File: src/hdl/lgs_next_row.sv
// b3/s23 rule for one full grid row, all columns in parallel, wrapping at the edges
// depends on nothing but its inputs
`default_nettype none

module lgs_next_row #(
    parameter int GRID_COLS = 64
) (
    input  wire logic [GRID_COLS-1:0] above,
    input  wire logic [GRID_COLS-1:0] here,
    input  wire logic [GRID_COLS-1:0] below,
    output logic      [GRID_COLS-1:0] result
);

    for (genvar c = 0; c < GRID_COLS; c++) begin : g_col
        localparam int L = (c == 0) ? GRID_COLS - 1 : c - 1;
        localparam int R = (c == GRID_COLS - 1) ? 0 : c + 1;
        logic [3:0] count;

        always_comb
        begin
            count = {3'b000, above[L]} + {3'b000, above[c]} + {3'b000, above[R]}
                  + {3'b000, here[L]}  + {3'b000, here[R]}
                  + {3'b000, below[L]} + {3'b000, below[c]} + {3'b000, below[R]};
            result[c] = (count == 4'd3) || (here[c] && (count == 4'd2));
        end
    end

endmodule

`default_nettype wire

File: config.mk
export PLATFORM = sky130hd
export DESIGN_NAME = lgs_next_row
export DESIGN_NICKNAME = d
export VERILOG_FILES = /design/src/hdl/lgs_next_row.sv
export SDC_FILE = /design/constraint.sdc
export NUM_CORES = 1
export LEC_CHECK = 0
export ABC_AREA = 1
export BUFFER_PORTS_ARGS = -buffer_cell sky130_fd_sc_hd__buf_4
export CAP_MARGIN = 20
export CORE_MARGIN = 3
export CORE_UTILIZATION = 53
export DETAILED_ROUTE_END_ITERATION = 7
export PLACE_DENSITY = 0.81
export SLEW_MARGIN = 20
export SYNTH_ARGS = -nofsm -noshare
export SYNTH_HDL_FRONTEND = slang
export SYNTH_SLANG_ARGS = --single-unit
File: constraint.sdc
create_clock -name vclk -period 3.8
set_clock_uncertainty 0.15 [all_clocks]
set_input_delay 0.57 -clock vclk [all_inputs]
set_output_delay 0.57 -clock vclk [all_outputs]
set_load 0.03 [all_outputs]
### Word level (Yosys, flattened, before mapping)

Cells that the tools add are included.

* bits in registers: 0
* input port bits: 192
* output and inout bits: 64
* word-level logic and storage cells: 704

* $add $sub $neg: 448
* equality and inequality tests: 128
* reduce and logical (&&, ||, !) cells: 128

Operators by type and width (count)
* 4-bit by 1-bit adder with 4-bit output: 256
* 4-bit by 2-bit == test with 1-bit output (second input constant): 128
* 3-bit by 1-bit adder with 4-bit output: 64
* 2-bit by 1-bit adder with 3-bit output: 64
* 1-bit by 1-bit adder with 2-bit output: 64
* 1-bit logical AND: 64
* 1-bit logical OR: 64

### Longest topological paths before layout

Gate-level depths: netlist of the first run.

* word-level depth: 10
* depth in mapped cells: 11
* mapped depth without buffers: 11

### Worst setup path before layout of the first run

OpenSTA, ideal clock, no wires.

* path kind: in2out
* from: input port above[0]
* to: output port result[1]
* arrival time: 3364 ps
* data required time: 3080 ps
* setup slack: -284 ps
* stages on the path: 9
* path buffers: 0
* path through: inv_1 > fa_1 > fa_1 > fa_1 > inv_1 > ha_1 > fa_1 > nand3_1 > a21oi_1

* cells in the longest elaborated chain, start to end: 10
* elaborated cells on any way between the ends: 11
* those cells by class: add/sub: 7; eq/ne: 2; reduce/logical: 2

RTL lines
* start: declaration: RTL line 8 `input wire logic [GRID_COLS-1:0] above,`
* 1-bit by 1-bit adder with 2-bit output *: RTL line 21 `count = {3'b000, above[L]} + {3'b000, above[c]} + {3'b000, above[R]}`
* 2-bit by 1-bit adder with 3-bit output *: RTL line 21
* 3-bit by 1-bit adder with 4-bit output *: RTL line 22 `+ {3'b000, here[L]} + {3'b000, here[R]}`
* 4-bit by 1-bit adder with 4-bit output *: RTL line 22
* 4-bit by 1-bit adder with 4-bit output * (3 in series): RTL line 23 `+ {3'b000, below[L]} + {3'b000, below[c]} + {3'b000, below[R]};`
* 4-bit by 2-bit == test with 1-bit output: RTL line 24 `result[c] = (count == 4'd3) || (here[c] && (count == 4'd2));`
* 1-bit logical AND: RTL line 24
* 1-bit logical OR *: RTL line 24
* end: declaration: RTL line 11 `output logic [GRID_COLS-1:0] result`

Mark *: on every way between the ends. The rest lies on a longest branch, timed or not.

### Worst setup path after layout of the first run

* from: input port above[34]
* to: output port result[35]

Same word-level chain as after synthesis.

==> results of run 1 <==
==> cell usage after synthesis (all sizes together) <==
master	instances
nand2	192
nand3	128
fa	256
a21oi	64
inv	639
ha	192
==> metrics by stage <==
stage / setup TNS [ps] / utilization (%) / hold WS [ps]
after detailed placement: -18620 / 74.2 / 1590
after floorplan: -1680 / - / 1290
final: -13480 / 79.4 / 1540
after CTS: -14600 / 77.1 / 1540
after global routing: -18360 / 79.4 / 1580
after global placement: -15740 / 74.2 / 1580
==> power breakdown <==
group	switching [mW]	leakage, nW	internal (mW)
sequential	0	0	0
combinational	3.49	9.26	2.73
clock	0	0	0
==> how the worst max path moves through the flow <==
stage	slack, ps	to
3_5_place_dp	-350	result[2]
5_1_grt	-390	result[51]
4_1_cts	-300	result[61]
3_3_place_gp	-300	result[36]
2_1_floorplan	-50	result[0]
6_report	-310	result[35]
==> kinds of logic (layout without fill, tap and decap cells) <==
logic type | count (synthesis) | in the layout | share of synthesized area [%]
AO/OA/AOI/OAI | 64 | 64 | 2.76
adder cells (fa/ha/maj) | 448 | 448 | 64.8
buffers and inverters | 639 | 1014 | 20.7
AND/OR/NAND/NOR | 320 | 320 | 11.7
==> timing repair <==
action,in CTS,in global routing
gates resized for setup,266,168
pin swaps,80,60
setup buffers,1,1
setup endpoints to repair,64,64
==> placed cells by master, fill, tap and decap left out <==
master,synthesis,routed
inv_1,639,515
buf_6,0,86
fa_2,0,6
buf_4,0,255
nand3_2,0,64
ha_4,0,17
a21oi_4,0,64
inv_4,0,65
ha_2,0,46
fa_1,256,250
nand2_1,192,192
nand3_1,128,64
ha_1,192,129
buf_8,0,34
inv_2,0,56
inv_6,0,3
==> metal layers <==
metal  track usage (%)  wire length (µm)
met1              29.1             11500
met2              48.1             18000
met3              2.87              1840
met4              5.34              1170
met5                 0                 0
==> layout make-up <==
class | instances | area share (%)
multi-input cells | 832 | 62.7
repair buffers | 375 | 20.1
inverters | 639 | 15.2
well taps | 275 | 2.04
==> worst max-delay path, cell delays in order <==
cell and delay, ps:
buf_8 80, inv_4 40, fa_1 490, fa_1 530, fa_1 580, inv_2 50
ha_4 160, fa_1 510, nand3_2 90, a21oi_4 150, buf_6 150
==> run summary, run 1 <==
outcome = finished, violations left
failing checks = negative setup slack
height of the die = 154 µm
fillcell total = 1171
unrepaired setup endpoints after global routing = true
Reg area = 0 µm²
DRC Markers = 0
gr usage total = 24.8%
fin area = 0.0169 mm²
Hold Path Class = input pin to primary output
distinct cell type count after synthesis = 6
FMAX = 243 MHz
largest net degree at the start of global routing = 4
crit path kind = input pin to primary output
Initial DRC Count = 359
dpl hpwl = 26400 µm
Post-Synthesis Cells = 1471
WP data required = 3080 ps
P_leak = 9.26 nW
Slew HR = 83.9%
antenna violations before repair = 0
dpl cells = 2119
ANT cells = 0
Die Wd = 154 µm
share of layout cells above drive strength 1 = 37.7%
Initial Utilization = 54.5%
final WL = 32500 µm
die area = 0.0237 mm²
post-route ant nets = 0
Final Cycle Share = 108%
critical path startpoint = above[34]
worst-path maximum fanout = 2
GP Congestion = 0.858
Final Power = 6.22 mW
Area contributors post-synth = fa_1 44%, ha_1 21%, inv_1 21%
synth warn = 0
CP arrival = 3390 ps
Yosys top cell by area = fa_1
final worst slack = -314 ps
pre-CTS setup slack = -352 ps
Hold EP = result[48]
DRT Pass-1 Iters = 5
first-pass GRT wire length = 50200 µm
crit start category = input pin
Slew Limit Fails = 0
register area share after synthesis = 0%
# setup viols final = 64
minimum clock period = 4110 ps
I/O Pins = 256
average wire per standard cell = 15.3 µm
vias per cell = 4.95
Fin. Hold Viols = 0
total number of vias = 10.5k
hold path cells = 7
num rows = 53
share of the synthesized area in the top cell type = 44.2%
Mapped Area = 0.0116 mm²
Max Cap Violations = 0
Post-Layout Cell Count = 2121
multi-input logic area = 0.0106 mm²
vias in the first global route = 11.7k
CP endpoint kind = primary output
syn avg cell area = 7.89 µm²
PwrDens = 368 mW/mm²
fin nets = 2488
Post-Syn Nets = 2111
Area Overhead vs Synth = 45.7%
seq_cells = 0
layout clock buffer count = 0
min-delay src = here[48]
Slew @ Worst Pin = 242 ps
count of buffers from port buffering = 256
hold buffer count at cts = 0
Core Region = 0.0213 mm²
Worst IR Drop VDD = 0.241 mV
Cell Area, Placed = 0.0158 mm²
grt total ovfl = 0
Power figures use the tool's default switching activity.
==> inputs of run 2 (changes only) <==
--- a/config.mk
+++ b/config.mk
@@ -6,12 +6,15 @@
 export NUM_CORES = 1
 export LEC_CHECK = 0
 export ABC_AREA = 1
+export ABC_CLOCK_PERIOD_IN_PS = 3800
 export BUFFER_PORTS_ARGS = -buffer_cell sky130_fd_sc_hd__buf_4
 export CAP_MARGIN = 20
+export CELL_PAD_IN_SITES_DETAIL_PLACEMENT = 0
+export CELL_PAD_IN_SITES_GLOBAL_PLACEMENT = 1
 export CORE_MARGIN = 3
-export CORE_UTILIZATION = 53
+export CORE_UTILIZATION = 38
 export DETAILED_ROUTE_END_ITERATION = 7
-export PLACE_DENSITY = 0.81
+export PLACE_DENSITY_LB_ADDON = 0.1
 export SLEW_MARGIN = 20
 export SYNTH_ARGS = -nofsm -noshare
 export SYNTH_HDL_FRONTEND = slang
==> run 2 against run 1 <==
The run still ends with negative setup slack left. Fmax is 1.1% higher. Cell area is 1.6% higher. Sequential share of layout area stayed put. Largest power group unchanged. Highest routed layer unchanged.
==> run summary, run 2 (same netlist as run 1, synthesis figures left out) <==
Fin. Hold Viols = 0 (unchanged)
WP data required = 3080 ps (about the same)
Reg area = 0 µm² (unchanged)
final WL = 26500 µm (was 32500 µm)
Slew HR = 83.1% (was 83.9%)
GP Congestion = 0.821 (was 0.858)
fin nets = 2492 (was 2488)
FMAX = 246 MHz (was 243 MHz)
CP max stage delay = 540 ps (was 580 ps)
Crit path top cell by count = fa_1 (unchanged)
delay-heaviest family, CP = adder cells (unchanged)
failing checks = negative setup slack (unchanged)
Hold Path Class = input pin to primary output (unchanged)
dpl hpwl = 25300 µm (was 26400 µm)
Slew @ Worst Pin = 254 ps (was 242 ps)
DRT Pass-1 Iters = 4 (was 5)
CP arrival = 3350 ps (was 3390 ps)
Core Region = 0.0299 mm² (was 0.0213 mm²)
crit path kind = input pin to primary output (unchanged)
grt total ovfl = 0 (unchanged)
final worst slack = -271 ps (was -314 ps)
num rows = 63 (was 53)
Worst IR Drop VDD = 0.197 mV (was 0.241 mV)
Final Power = 5.97 mW (was 6.22 mW)
DRC Markers = 0 (unchanged)
layout clock buffer count = 0 (unchanged)
total number of vias = 9446 (was 10.5k)
Core Util, Final = 57.5% (was 79.4%)
# setup viols final = 64 (unchanged)
P_leak = 9.28 nW (was 9.26 nW)
post-route ant nets = 0 (unchanged)
Die Wd = 181 µm (was 154 µm)
crit-path cells = buf_8 -> clkinvlp_4 -> fa_1 -> fa_1 -> fa_1 -> inv_1 -> ha_2 -> fa_1 -> nand3_2 -> a21oi_4 -> buf_6 (was buf_8 -> inv_4 -> fa_1 -> fa_1 -> fa_1 -> inv_2 -> ha_4 -> fa_1 -> nand3_2 -> a21oi_4 -> buf_6)
share of layout cells above drive strength 1 = 38.2% (was 37.7%)
most frequent cells in the layout = 507 x inv_1, 260 x buf_4, 249 x fa_1, 192 x nand2_1, 131 x ha_1 (was 515 x inv_1, 255 x buf_4, 250 x fa_1, 192 x nand2_1, 129 x ha_1)
unrepaired setup endpoints after global routing = true (unchanged)
average wire per standard cell = 11.8 µm (was 15.3 µm)
crit start category = input pin (unchanged)
Met1 Wirelength = 12600 µm (was 11500 µm)
max layer used = met4 (unchanged)
vias per cell = 4.22 (was 4.95)
ANT cells = 0 (unchanged)
Max Cap Violations = 0 (unchanged)
gr usage total = 16.8% (was 24.8%)
WP buf/inv = 4 (unchanged)
antenna violations before repair = 0 (unchanged)
Area Overhead vs Synth = 47.9% (was 45.7%)
CP endpoint kind = primary output (unchanged)
Final Cycle Share = 107% (was 108%)
count of buffers from port buffering = 256 (unchanged)
met2 WL = 12900 µm (was 18000 µm)
fillcell total = 2747 (was 1171)
first-pass GRT wire length = 47500 µm (was 50200 µm)
hold buffer count at cts = 0 (unchanged)
die area = 0.0327 mm² (was 0.0237 mm²)
outcome = finished, violations left (unchanged)
Crit-path slowest cell = fa_1 (unchanged)
Initial Utilization = 38.9% (was 54.5%)
PwrDens = 348 mW/mm² (was 368 mW/mm²)
pre-CTS setup slack = -378 ps (was -352 ps)
commonest non-fill, non-tap cell in the layout = inv_1 (unchanged)
Initial DRC Count = 159 (was 359)
routed wl met3 = 938 µm (was 1840 µm)
worst-path maximum fanout = 2 (unchanged)
multi-input logic area = 0.0107 mm² (was 0.0106 mm²)
height of the die = 181 µm (was 154 µm)
vias in the first global route = 10.8k (was 11.7k)
I/O Pins = 256 (unchanged)
minimum clock period = 4070 ps (was 4110 ps)
Slew Limit Fails = 0 (unchanged)
largest net degree at the start of global routing = 4 (unchanged)
Worst Hold Margin = 1500 ps (was 1540 ps)
seq_cells = 0 (unchanged)
-- run 2: cell types whose count changed in the layout (fill, tap and decap cells not counted), moves of 5 or more --
cell	change
inv_4	-5
ha_4	+11
inv_2	+13
ha_2	-13
buf_4	+5
inv_1	-8
-- run 2: worst paths after layout --
kind       from          to  slack [ps]  cells after the start
max   above[62]  result[62]        -270                     11
min     here[1]   result[1]        1500                      6
-- run 2: power by group --
group	internal (mW)	leakage, nW	switching, mW	total (mW)
logic	2.68	9.28	3.28	5.97
registers	0	0	0	0
clock network	0	0	0	0
-- run 2: area by class of cell --
type	instances	area share (%)
multi-input cells	832	62.3
repair buffers	379	19.9
inverters	639	14.9
well taps	390	2.84
-- run 2: metrics by stage --
step	instances	area (µm²)	TNS (ps)
6_report	2240	17200	-11440
5_1_grt	2240	17200	-17350
4_1_cts	2240	16600	-13950
3_5_place_dp	2239	16000	-18320
3_3_place_gp	2239	16000	-17040
2_1_floorplan	1471	12700	-1680
-- run 2: per-layer routing --
metal / global-route usage [%] / vias up
li1: - / 4944
met1: 23.9 / 4355
met3: 1.15 / 2
met5: 0 / -
met2: 29.7 / 145
met4: 0.768 / 0
-- run 2: tightest hold or removal path: cells and delay by family --
kind                   cells  cell delay (ps)
and+or+nand+nor            2              140
AOI/OAI and AO/OA          1               30
buffers and inverters      3              330
-- run 2: what timing repair did --
action	4_1_cts	5_1_grt
buffers inserted	1	0
gates cloned	0	0
endpoints found under the setup margin	64	64
resized for setup	284	158
pin swaps	84	60
