[src/hdl/lgs_pkg.sv]
// shared types and constants for the life grid generation step unit
// request codes, sequencer states and the control word broadcast to the row cells
// no dependencies
`default_nettype none

package lgs_pkg;

    localparam int CELL_COL_W = 6;
    localparam int CELL_ROW_W = 6;

    typedef enum logic [1:0] {
        REQ_WRITE   = 2'd0,
        REQ_READ    = 2'd1,
        REQ_ADVANCE = 2'd2,
        REQ_CLEAR   = 2'd3
    } req_t;

    typedef enum logic {
        ST_IDLE = 1'b0,
        ST_STEP = 1'b1
    } state_t;

    // control word seen by every row cell
    typedef struct packed {
        logic                  clear;
        logic                  shift;
        logic                  wr_en;
        logic                  wr_val;
        logic [CELL_ROW_W-1:0] row;
        logic [CELL_COL_W-1:0] col;
    } cell_ctrl_t;

endpackage

`default_nettype wire

[src/hdl/lgs_row_cell.sv]
// one grid row held in a chain cell: shift from neighbor, clear, single-bit write, bit read
// depends on lgs_pkg
`default_nettype none

module lgs_row_cell
    import lgs_pkg::*;
#(
    parameter int GRID_COLS = 64,
    parameter int ROW_INDEX = 0
) (
    input  wire logic                 clk,
    input  wire logic                 rst_n,
    input  wire cell_ctrl_t           ctrl,
    input  wire logic [GRID_COLS-1:0] shift_in,
    output logic      [GRID_COLS-1:0] row_q,
    output logic                      rd_bit
);

    localparam int COL_IDX_W = $clog2(GRID_COLS);

    logic [GRID_COLS-1:0] row_reg;
    logic [GRID_COLS-1:0] row_next;
    logic [COL_IDX_W-1:0] col_idx;
    logic                 hit;

    assign col_idx = ctrl.col[COL_IDX_W-1:0];
    assign hit     = (int'(ctrl.row) == ROW_INDEX);

    always_comb
    begin
        row_next = row_reg;
        if (ctrl.clear)
        begin
            row_next = '0;
        end
        else if (ctrl.shift)
        begin
            row_next = shift_in;
        end
        else if (ctrl.wr_en && hit)
        begin
            row_next[col_idx] = ctrl.wr_val;
        end
    end

    always_ff @(posedge clk or negedge rst_n)
    begin
        if (!rst_n)
        begin
            row_reg <= '0;
        end
        else
        begin
            row_reg <= row_next;
        end
    end

    assign row_q  = row_reg;
    assign rd_bit = hit && row_reg[col_idx];

endmodule

`default_nettype wire

[config.mk]
export PLATFORM = sky130hd
export DESIGN_NAME = lgs_row_cell
export DESIGN_NICKNAME = d
export VERILOG_FILES = /design/src/hdl/lgs_pkg.sv /design/src/hdl/lgs_row_cell.sv
export SDC_FILE = /design/constraint.sdc
export NUM_CORES = 1
export LEC_CHECK = 0
export CELL_PAD_IN_SITES_DETAIL_PLACEMENT = 0
export CELL_PAD_IN_SITES_GLOBAL_PLACEMENT = 1
export CORE_ASPECT_RATIO = 0.5
export CORE_MARGIN = 8
export CORE_UTILIZATION = 47
export DETAILED_ROUTE_END_ITERATION = 10
export DONT_BUFFER_PORTS = 1
export PLACE_DENSITY_LB_ADDON = 0.2
export SYNTH_ARGS = -nofsm -noshare
export SYNTH_HDL_FRONTEND = slang
export SYNTH_SLANG_ARGS = --single-unit
export TNS_END_PERCENT = 50
[constraint.sdc]
create_clock -name clk -period 2.1 [get_ports clk]
set_input_delay 0.105 -clock clk [delete_from_list [all_inputs] [get_ports clk]]
set_output_delay 0.105 -clock clk [all_outputs]
set_load 0.02 [all_outputs]
## Yosys cells after proc, flatten, opt, wreduce, memory -nomap -nowiden

Index checks and enable logic that the tools add are counted.

- Register bits: 64
- Input bits: 82
- Output and inout bits: 65

- Muxes and demuxes: 8
- Magnitude comparators: 2
- Reduce and logical (&&, ||, !) cells: 5

Operators by type and width:

| operator | count |
|---|---|
| 64-bit two-way mux | 3 |
| 64-bit bitwise mux | 1 |
| 6-bit by 7-bit < comparator with 1-bit output, second input constant | 1 |
| 1-bit binary-select mux with 6-bit select | 1 |
| 1-bit demux with 6-bit select | 1 |
| 6-bit by 1-bit >= comparator with 1-bit output, second input constant | 1 |
| 6-bit zero test | 1 |
| 1-bit logical AND | 3 |
| 3-bit nonzero test | 1 |
| 1-bit two-way mux | 2 |

## Longest topological paths before layout

Gate-level depths: netlist (run 1).

- Depth in word-level cells: 8
- Gate-level depth with buffers: 8

## Least setup slack after synthesis (run 1)

OpenSTA, ideal clock, no wires.

- Path kind: register to output
- Start: register row_reg[15], in the netlist row_q[15]
- End: output port rd_bit
- Arrival time: 1698 ps
- Data required time: 1995 ps
- Stages on the path, launching flop included: 6
- Path buffers: 0
- Slack: 297 ps
- Cells stage by stage: dfrtp_1 mux4_2 mux2i_1 nor2_1 a2111oi_0 a31oi_1

- Word-level cells in the longest chain between the ends: 3

Ends and longest elaborated chain:

| item | RTL line | text |
|---|---|---|
| start: declaration | lgs_row_cell.sv:21 | `logic [GRID_COLS-1:0] row_reg;` |
| start signal: assignment | lgs_row_cell.sv:54 | `row_reg <= row_next;` |
| 1-bit binary-select mux with 6-bit select | lgs_row_cell.sv:59 | `assign rd_bit = hit && row_reg[col_idx];` |
| 1-bit two-way mux (implied by the code) | lgs_row_cell.sv:59 |  |
| 1-bit logical AND | lgs_row_cell.sv:59 |  |
| end: declaration | lgs_row_cell.sv:16 | `output logic rd_bit` |

No other way between the ends. The select of a mux whose other input is x is not followed.

## Worst setup path after layout (run 1)

- Start: register row_reg[40], in the netlist row_q[40]
- End: output port rd_bit

Same word-level chain as after synthesis.

==> impl_results.md, run 1 <==
* #FFs+latches synth at 64
* Share of layout cells above drive strength 1 at 23.9%
* Failing checks: negative setup slack
* Vias in the first global route at 4,146
* Power, Total at 0.00324 W
* Hold Violations, Final at 0
* Die Y at 82.2 um
* TNS Setup at -0.0381 ns
* RD Place Congestion at 0.934
* VDD IR-drop max at 0.395 mV
* First-pass GRT wire length at 25,700 um
* CTS sink cnt at 64
* Die area at 0.0122 sq mm
* Synthesis Warnings at 0
* Worst hold-check path type: in2reg
* Pwr Density at 663 mW/mm^2
* Core area at 0.00862 sq mm
* Setup-failing EPs final at 1
* Iter 0 DRT Violations at 538
* Crit Path Max Fanout at 2
* Max_cap viols at 0
* Asr flop ratio synth at 100%
* FF-to-FF path depth at 2
* Cts bufs inserted at 9
* Dpl hpwl at 12,000 um
* Layout Cells excl Fill at 586
* Initial Util at 47.8%
* Synth unique cells at 51
* Most frequent cells in the layout: a21oi_1, a22oi_1, o211ai_1, dfrtp_1, buf_4
* Max Slew Vio Count at 0
* DRT antenna net count at 0
* Largest net degree at the start of global routing at 67
* Synthesized cell area at 0.00412 sq mm
* Post-Synthesis Mean Instance Area at 9.47 sq um
* LEAKAGE at 1.85 nW
* Cell count after placement at 567
* CTS H-tree lvls at 3
* Site Rows at 24
* CP Capture Type: output port
* Max Clock Skew at 0 ns
* Commonest non-fill, non-tap cell in the layout: a21oi_1
* Max reg flops at 64
* CTS tree: built
* Later-pin clock latency in the skew report at 0.33 ns
* Die boundary width at 148 um
* Worst Path Required at 2.00 ns
* Initial antenna violation count at 0
* I/O pins at 147
* Mapped Cells at 435
* Ys flop type: dfrtp_1
* Hold-critical path endpoint: row_q[24]$_DFFE_PN0P_
* Routed vias at 4,197
* Aggregate global-route resource usage at 28.0%
* Syn_nets at 517
* Seq/Total Area, Yosys at 38.9%
* Hold slack final at 0.00980 ns
* Clk buf depth at 2
* I/O Buffers at 0
* Wire per inst at 29.6 um
* Relative slew slack at 52.9%
* Min-delay src: shift_in[24]
* Crit path launch type: flip-flop
* R2r setup slk at 1.17 ns
* Fillers at 755
* DRC at 0
* Worst R2R Start: row_q[54]$_DFFE_PN0P_
* Final wirelength at 17,300 um
* Initial DRT Pass Iterations at 6
* Slew @ Worst Pin at 0.706 ns
* Minimum clock period at 2.14 ns
* Worst r2r dst: row_q[54]$_DFFE_PN0P_
* EDFF count, synth at 0
* Final worst setup slack at -0.0381 ns
* Vias per cell at 7.16
* Fin crit share at 102%
* Number of diodes at 0
* Maximum clock frequency at 468 MHz
* Clk slew on worst S/H paths at 0.06 ns
* GRT overflow at 0
* Layout Area Growth over Synthesis at 18.7%
* Hold path depth at 2
* Worst Setup Path Type: reg2out
* Place WS at 0.202 ns
* Clock root buffer: clkbuf_16
* Worst EP arrival at 2.03 ns
* Nets at 546
* Unrepaired setup endpoints after global routing: yes
* Post-CTS setup buffer count at 0
* Run status: finished, violations left
## logic make-up (layout without fill, tap and decap cells)
family,count (synthesis),count (layout),synth area share (%)
AO/OA/AOI/OAI,229,229,37.9
buffers and inverters,49,83,5.13
flip-flops,64,64,38.9
multiplexers,10,10,3.16
AND/OR/NAND/NOR,83,83,14.9
## how the worst max path moves through the flow
stage,slack [ns],start,cells past startpoint,end
2_1_floorplan,0.30,row_q[15]$_DFFE_PN0P_,5,rd_bit
3_3_place_gp,0.21,row_q[15]$_DFFE_PN0P_,6,rd_bit
3_5_place_dp,0.20,row_q[15]$_DFFE_PN0P_,6,rd_bit
4_1_cts,-0.05,row_q[40]$_DFFE_PN0P_,6,rd_bit
5_1_grt,-0.11,row_q[41]$_DFFE_PN0P_,6,rd_bit
6_report,-0.04,row_q[40]$_DFFE_PN0P_,6,rd_bit
## synth_stat cells (5+ instances only)
master / count / area [sq um]
a22oi_1: 71 / 533
nand3b_1: 10 / 75.1
nand2_1: 11 / 41.3
a21oi_1: 72 / 360
dfrtp_1: 64 / 1600
nor3_2: 6 / 60.1
nor2b_1: 5 / 31.3
clkbuf_1: 30 / 113
buf_2: 10 / 50.1
nor2_1: 9 / 33.8
nand3_1: 8 / 40.0
or3b_2: 6 / 52.6
o211ai_1: 65 / 488
## worst max-delay path, stage by stage, from the launching register on
cell	delay, ns
dfrtp_1	0.37
or3b_2	0.19
a21oi_1	0.05
o41a_1	0.46
a2111oi_4	0.34
a31oi_1	0.11
buf_4	0.17
## cell type report
type	instances	area [sq um]	share of cell area (%)
Clock inverter	6	35.0	0.716
Clock buffer	10	239	4.89
Timing Repair Buffer	65	531	10.8
Tap cell	117	146	2.99
Multi-Input combinational cell	322	2330	47.6
Sequential cell	64	1600	32.8
Inverter	2	7.51	0.153
## layer usage
metal	vias up	track usage, %	share of wire, %	wire length, um
met3	37	15.5	17	2880
li1	1804	-	-	-
met2	314	40.5	42	7350
met4	0	7.67	1.9	329
met1	2042	35.4	39	6780
met5	-	0	0	0
## timing repair
item | CTS | global route
hold buffers | 3 | 0
setup endpoints to repair | 1 | 1
gates resized for setup | 2 | 3
hold endpoints to repair | 128 | 0
pin swaps | 1 | 2
## power by group
| group | switching (W) | total, W | leakage (nW) | internal, W |
|---|---|---|---|---|
| logic | 0.000274 | 0.000465 | 0.865 | 0.000191 |
| clock network | 0.000565 | 0.00139 | 0.134 | 0.000821 |
| registers | 0.0000937 | 0.00139 | 0.851 | 0.00130 |
## through the flow
step,utilization [%],instance area [sq um]
6_report,56.8,4890
5_1_grt,56.8,4890
4_1_cts,56.5,4870
3_5_place_dp,52.5,4530
3_3_place_gp,52.5,4530
2_1_floorplan,-,4120
Power figures use the tool's default switching activity.
==> run 2: changes to the inputs <==
- GPL_TIMING_DRIVEN: default -> 0
==> run 2 against run 1 <==
Final cell count is 2.0% lower. Wire length increased by 4.7%. Worst hold slack got worse by 0.012 ns. Sequential power grew 5%. Largest cell class unchanged. The run ends with negative hold slack, negative setup slack left. Non-clock buffer count is 12 lower. Power grew 5.6%. Combinational power shrank 4.7%. Clock power up 9%.
==> impl_results.md, run 2 (synthesized netlist as in run 1, its figures left out) <==
* Clk slew on worst S/H paths at 0.05 ns (was 0.06 ns)
* DRC at 0 (unchanged)
* Crit path launch type: flip-flop (unchanged)
* Slew @ Worst Pin at 1.19 ns (was 0.706 ns)
* Routed vias at 4,325 (was 4,197)
* Most frequent cells in the layout: a21oi_1, a22oi_1, o211ai_1, dfrtp_1, clkbuf_1 (was a21oi_1, a22oi_1, o211ai_1, dfrtp_1, buf_4)
* Vias per cell at 7.53 (was 7.16)
* Setup-failing EPs final at 3 (was 1)
* Hold Violations, Final at 1 (was 0)
* Number of diodes at 0 (unchanged)
* Cts bufs inserted at 9 (unchanged)
* Iter 0 DRT Violations at 629 (was 538)
* Site Rows at 24 (unchanged)
* Die boundary width at 148 um (unchanged)
* Clock share of power at 44.4% (was 42.7%)
* CP Capture Type: output port (unchanged)
* Commonest non-fill, non-tap cell in the layout: a21oi_1 (unchanged)
* CTS tree: built (unchanged)
* Worst Setup Path Type: reg2out (unchanged)
* Failing checks: negative hold slack, negative setup slack (was negative setup slack)
* Crit Path Max Fanout at 3 (was 2)
* Initial DRT Pass Iterations at 5 (was 6)
* Hold slack final at -0.00180 ns (was 0.00980 ns)
* Max Clock Skew at 0 ns (unchanged)
* Post-Place Cell Area at 0.00427 sq mm (was 0.00453 sq mm)
* I/O pins at 147 (unchanged)
* Max reg flops at 64 (unchanged)
* Final wirelength at 18,100 um (was 17,300 um)
* Die Y at 82.2 um (unchanged)
* Layout Area Growth over Synthesis at 14.3% (was 18.7%)
* Initial antenna violation count at 0 (unchanged)
* Clock root buffer: clkbuf_16 (unchanged)
* Worst hold-check path type: in2reg (unchanged)
* Pwr Density at 728 mW/mm^2 (was 663 mW/mm^2)
* Switching pwr at 0.00100 W (was 0.000933 W)
* RD Place Congestion at 0.876 (was 0.934)
* Fin crit share at 106% (was 102%)
* I/O Buffers at 0 (unchanged)
* Final worst setup slack at -0.118 ns (was -0.0381 ns)
* Unrepaired setup endpoints after global routing: yes (unchanged)
* CTS sink cnt at 64 (unchanged)
* Aggregate global-route resource usage at 29.6% (was 28.0%)
* Worst Path Required at 2.00 ns (about the same)
* Register share of total power at 42.6% (was 42.9%)
* Clk buf depth at 2 (unchanged)
* Fin area at 0.00471 sq mm (was 0.00489 sq mm)
* Max_cap viols at 0 (unchanged)
* DRT antenna net count at 0 (unchanged)
* LEAKAGE at 1.65 nW (was 1.85 nW)
* VDD IR-drop max at 0.419 mV (was 0.395 mV)
* Initial Util at 47.8% (unchanged)
* Core area at 0.00862 sq mm (unchanged)
* Relative slew slack at 19.9% (was 52.9%)
* Later-pin clock latency in the skew report at 0.34 ns (was 0.33 ns)
* Vias in the first global route at 4,206 (was 4,146)
* Worst EP arrival at 2.11 ns (was 2.03 ns)
* Minimum clock period at 2.22 ns (was 2.14 ns)
* Combinational power share at 12.9% (was 14.3%)
* Wire per inst at 31.6 um (was 29.6 um)
* Net Sw Frac at 29.3% (was 28.8%)
* GRT overflow at 0 (unchanged)
* Max Slew Vio Count at 0 (unchanged)
* Dpl hpwl at 12,600 um (was 12,000 um)
* Largest net degree at the start of global routing at 65 (was 67)
* Die area at 0.0122 sq mm (unchanged)
* Nets at 534 (was 546)
* CTS H-tree lvls at 3 (unchanged)
* Internal at 0.00242 W (was 0.00231 W)
* Share of layout cells above drive strength 1 at 17.5% (was 23.9%)
* Place WS at -0.518 ns (was 0.202 ns)
* First-pass GRT wire length at 26,700 um (was 25,700 um)
* Run status: finished, violations left (unchanged)
* Maximum clock frequency at 451 MHz (was 468 MHz)
-- run 2: cell count changes in the layout (fill, tap and decap cells not counted), moves of 10 or more --
cell	before	now
buf_2	0	10
clkbuf_1	0	30
dfrtp_2	1	16
dfrtp_1	63	48
buf_4	62	5
-- run 2: critical path: stages (launching register included) --
cell       delay [ns]
dfrtp_2          0.46
or3b_2           0.22
a21oi_1          0.07
o41a_1           0.45
a2111oi_4        0.39
a31oi_4          0.20
-- run 2: layer usage --
metal	track usage, %	vias to the layer above	share of wire (%)
li1	-	1778	-
met1	36.9	2118	37
met2	41.9	385	42
met3	18.2	44	19
met4	8.78	0	2.2
met5	0.385	-	0
-- run 2: repair_timing --
item,in CTS,in global routing
endpoints found under the hold margin,65,0
resized for setup,14,11
pin swaps,1,5
setup endpoints to repair,9,21
setup buffers,0,3
hold buffers,3,0
-- run 2: metrics by stage --
stage	instances	TNS [ns]	power [W]	utilization [%]
2_1_floorplan	435	0	0.00174	-
3_3_place_gp	552	-7.32	0.00185	49.5
3_5_place_dp	552	-8.80	0.00186	49.5
4_1_cts	571	-0.171	0.00340	53.9
5_1_grt	574	-0.229	0.00354	54.6
6_report	574	-0.141	0.00343	54.6
-- run 2: layout make-up --
cell class | instances | area [sq um]
Clock buffer | 15 | 298
Sequential cell | 64 | 1620
Multi-Input combinational cell | 322 | 2350
Tap cell | 117 | 146
Inverter | 2 | 7.51
Clock inverter | 1 | 7.51
Buffer | 47 | 205
Fill cell | 762 | 3910
Timing Repair Buffer | 6 | 70.1
-- run 2: power by group through the flow --
stage,clock (W),sequential (W),combinational [W]
6_report,0.00152,0.00146,0.000443
4_1_cts,0.00152,0.00146,0.000427
5_1_grt,0.00159,0.00147,0.000483
2_1_floorplan,0,0.00144,0.000299
3_3_place_gp,0,0.00148,0.000374
3_5_place_dp,0,0.00148,0.000386
-- run 2: worst paths after layout --
path	from	endpoint	slack (ns)	cells past startpoint
max	row_q[44]$_DFFE_PN0P_	rd_bit	-0.12	5
min	shift_in[61]	row_q[61]$_DFFE_PN0P_	-0.002	2
max reg2reg	row_q[54]$_DFFE_PN0P_	row_q[54]$_DFFE_PN0P_	1.17	2
min reg2reg	row_q[44]$_DFFE_PN0P_	row_q[44]$_DFFE_PN0P_	0.66	2
max in group asynchronous	rst_n	row_q[15]$_DFFE_PN0P_	1.44	2
min in group asynchronous	rst_n	row_q[33]$_DFFE_PN0P_	0.35	2
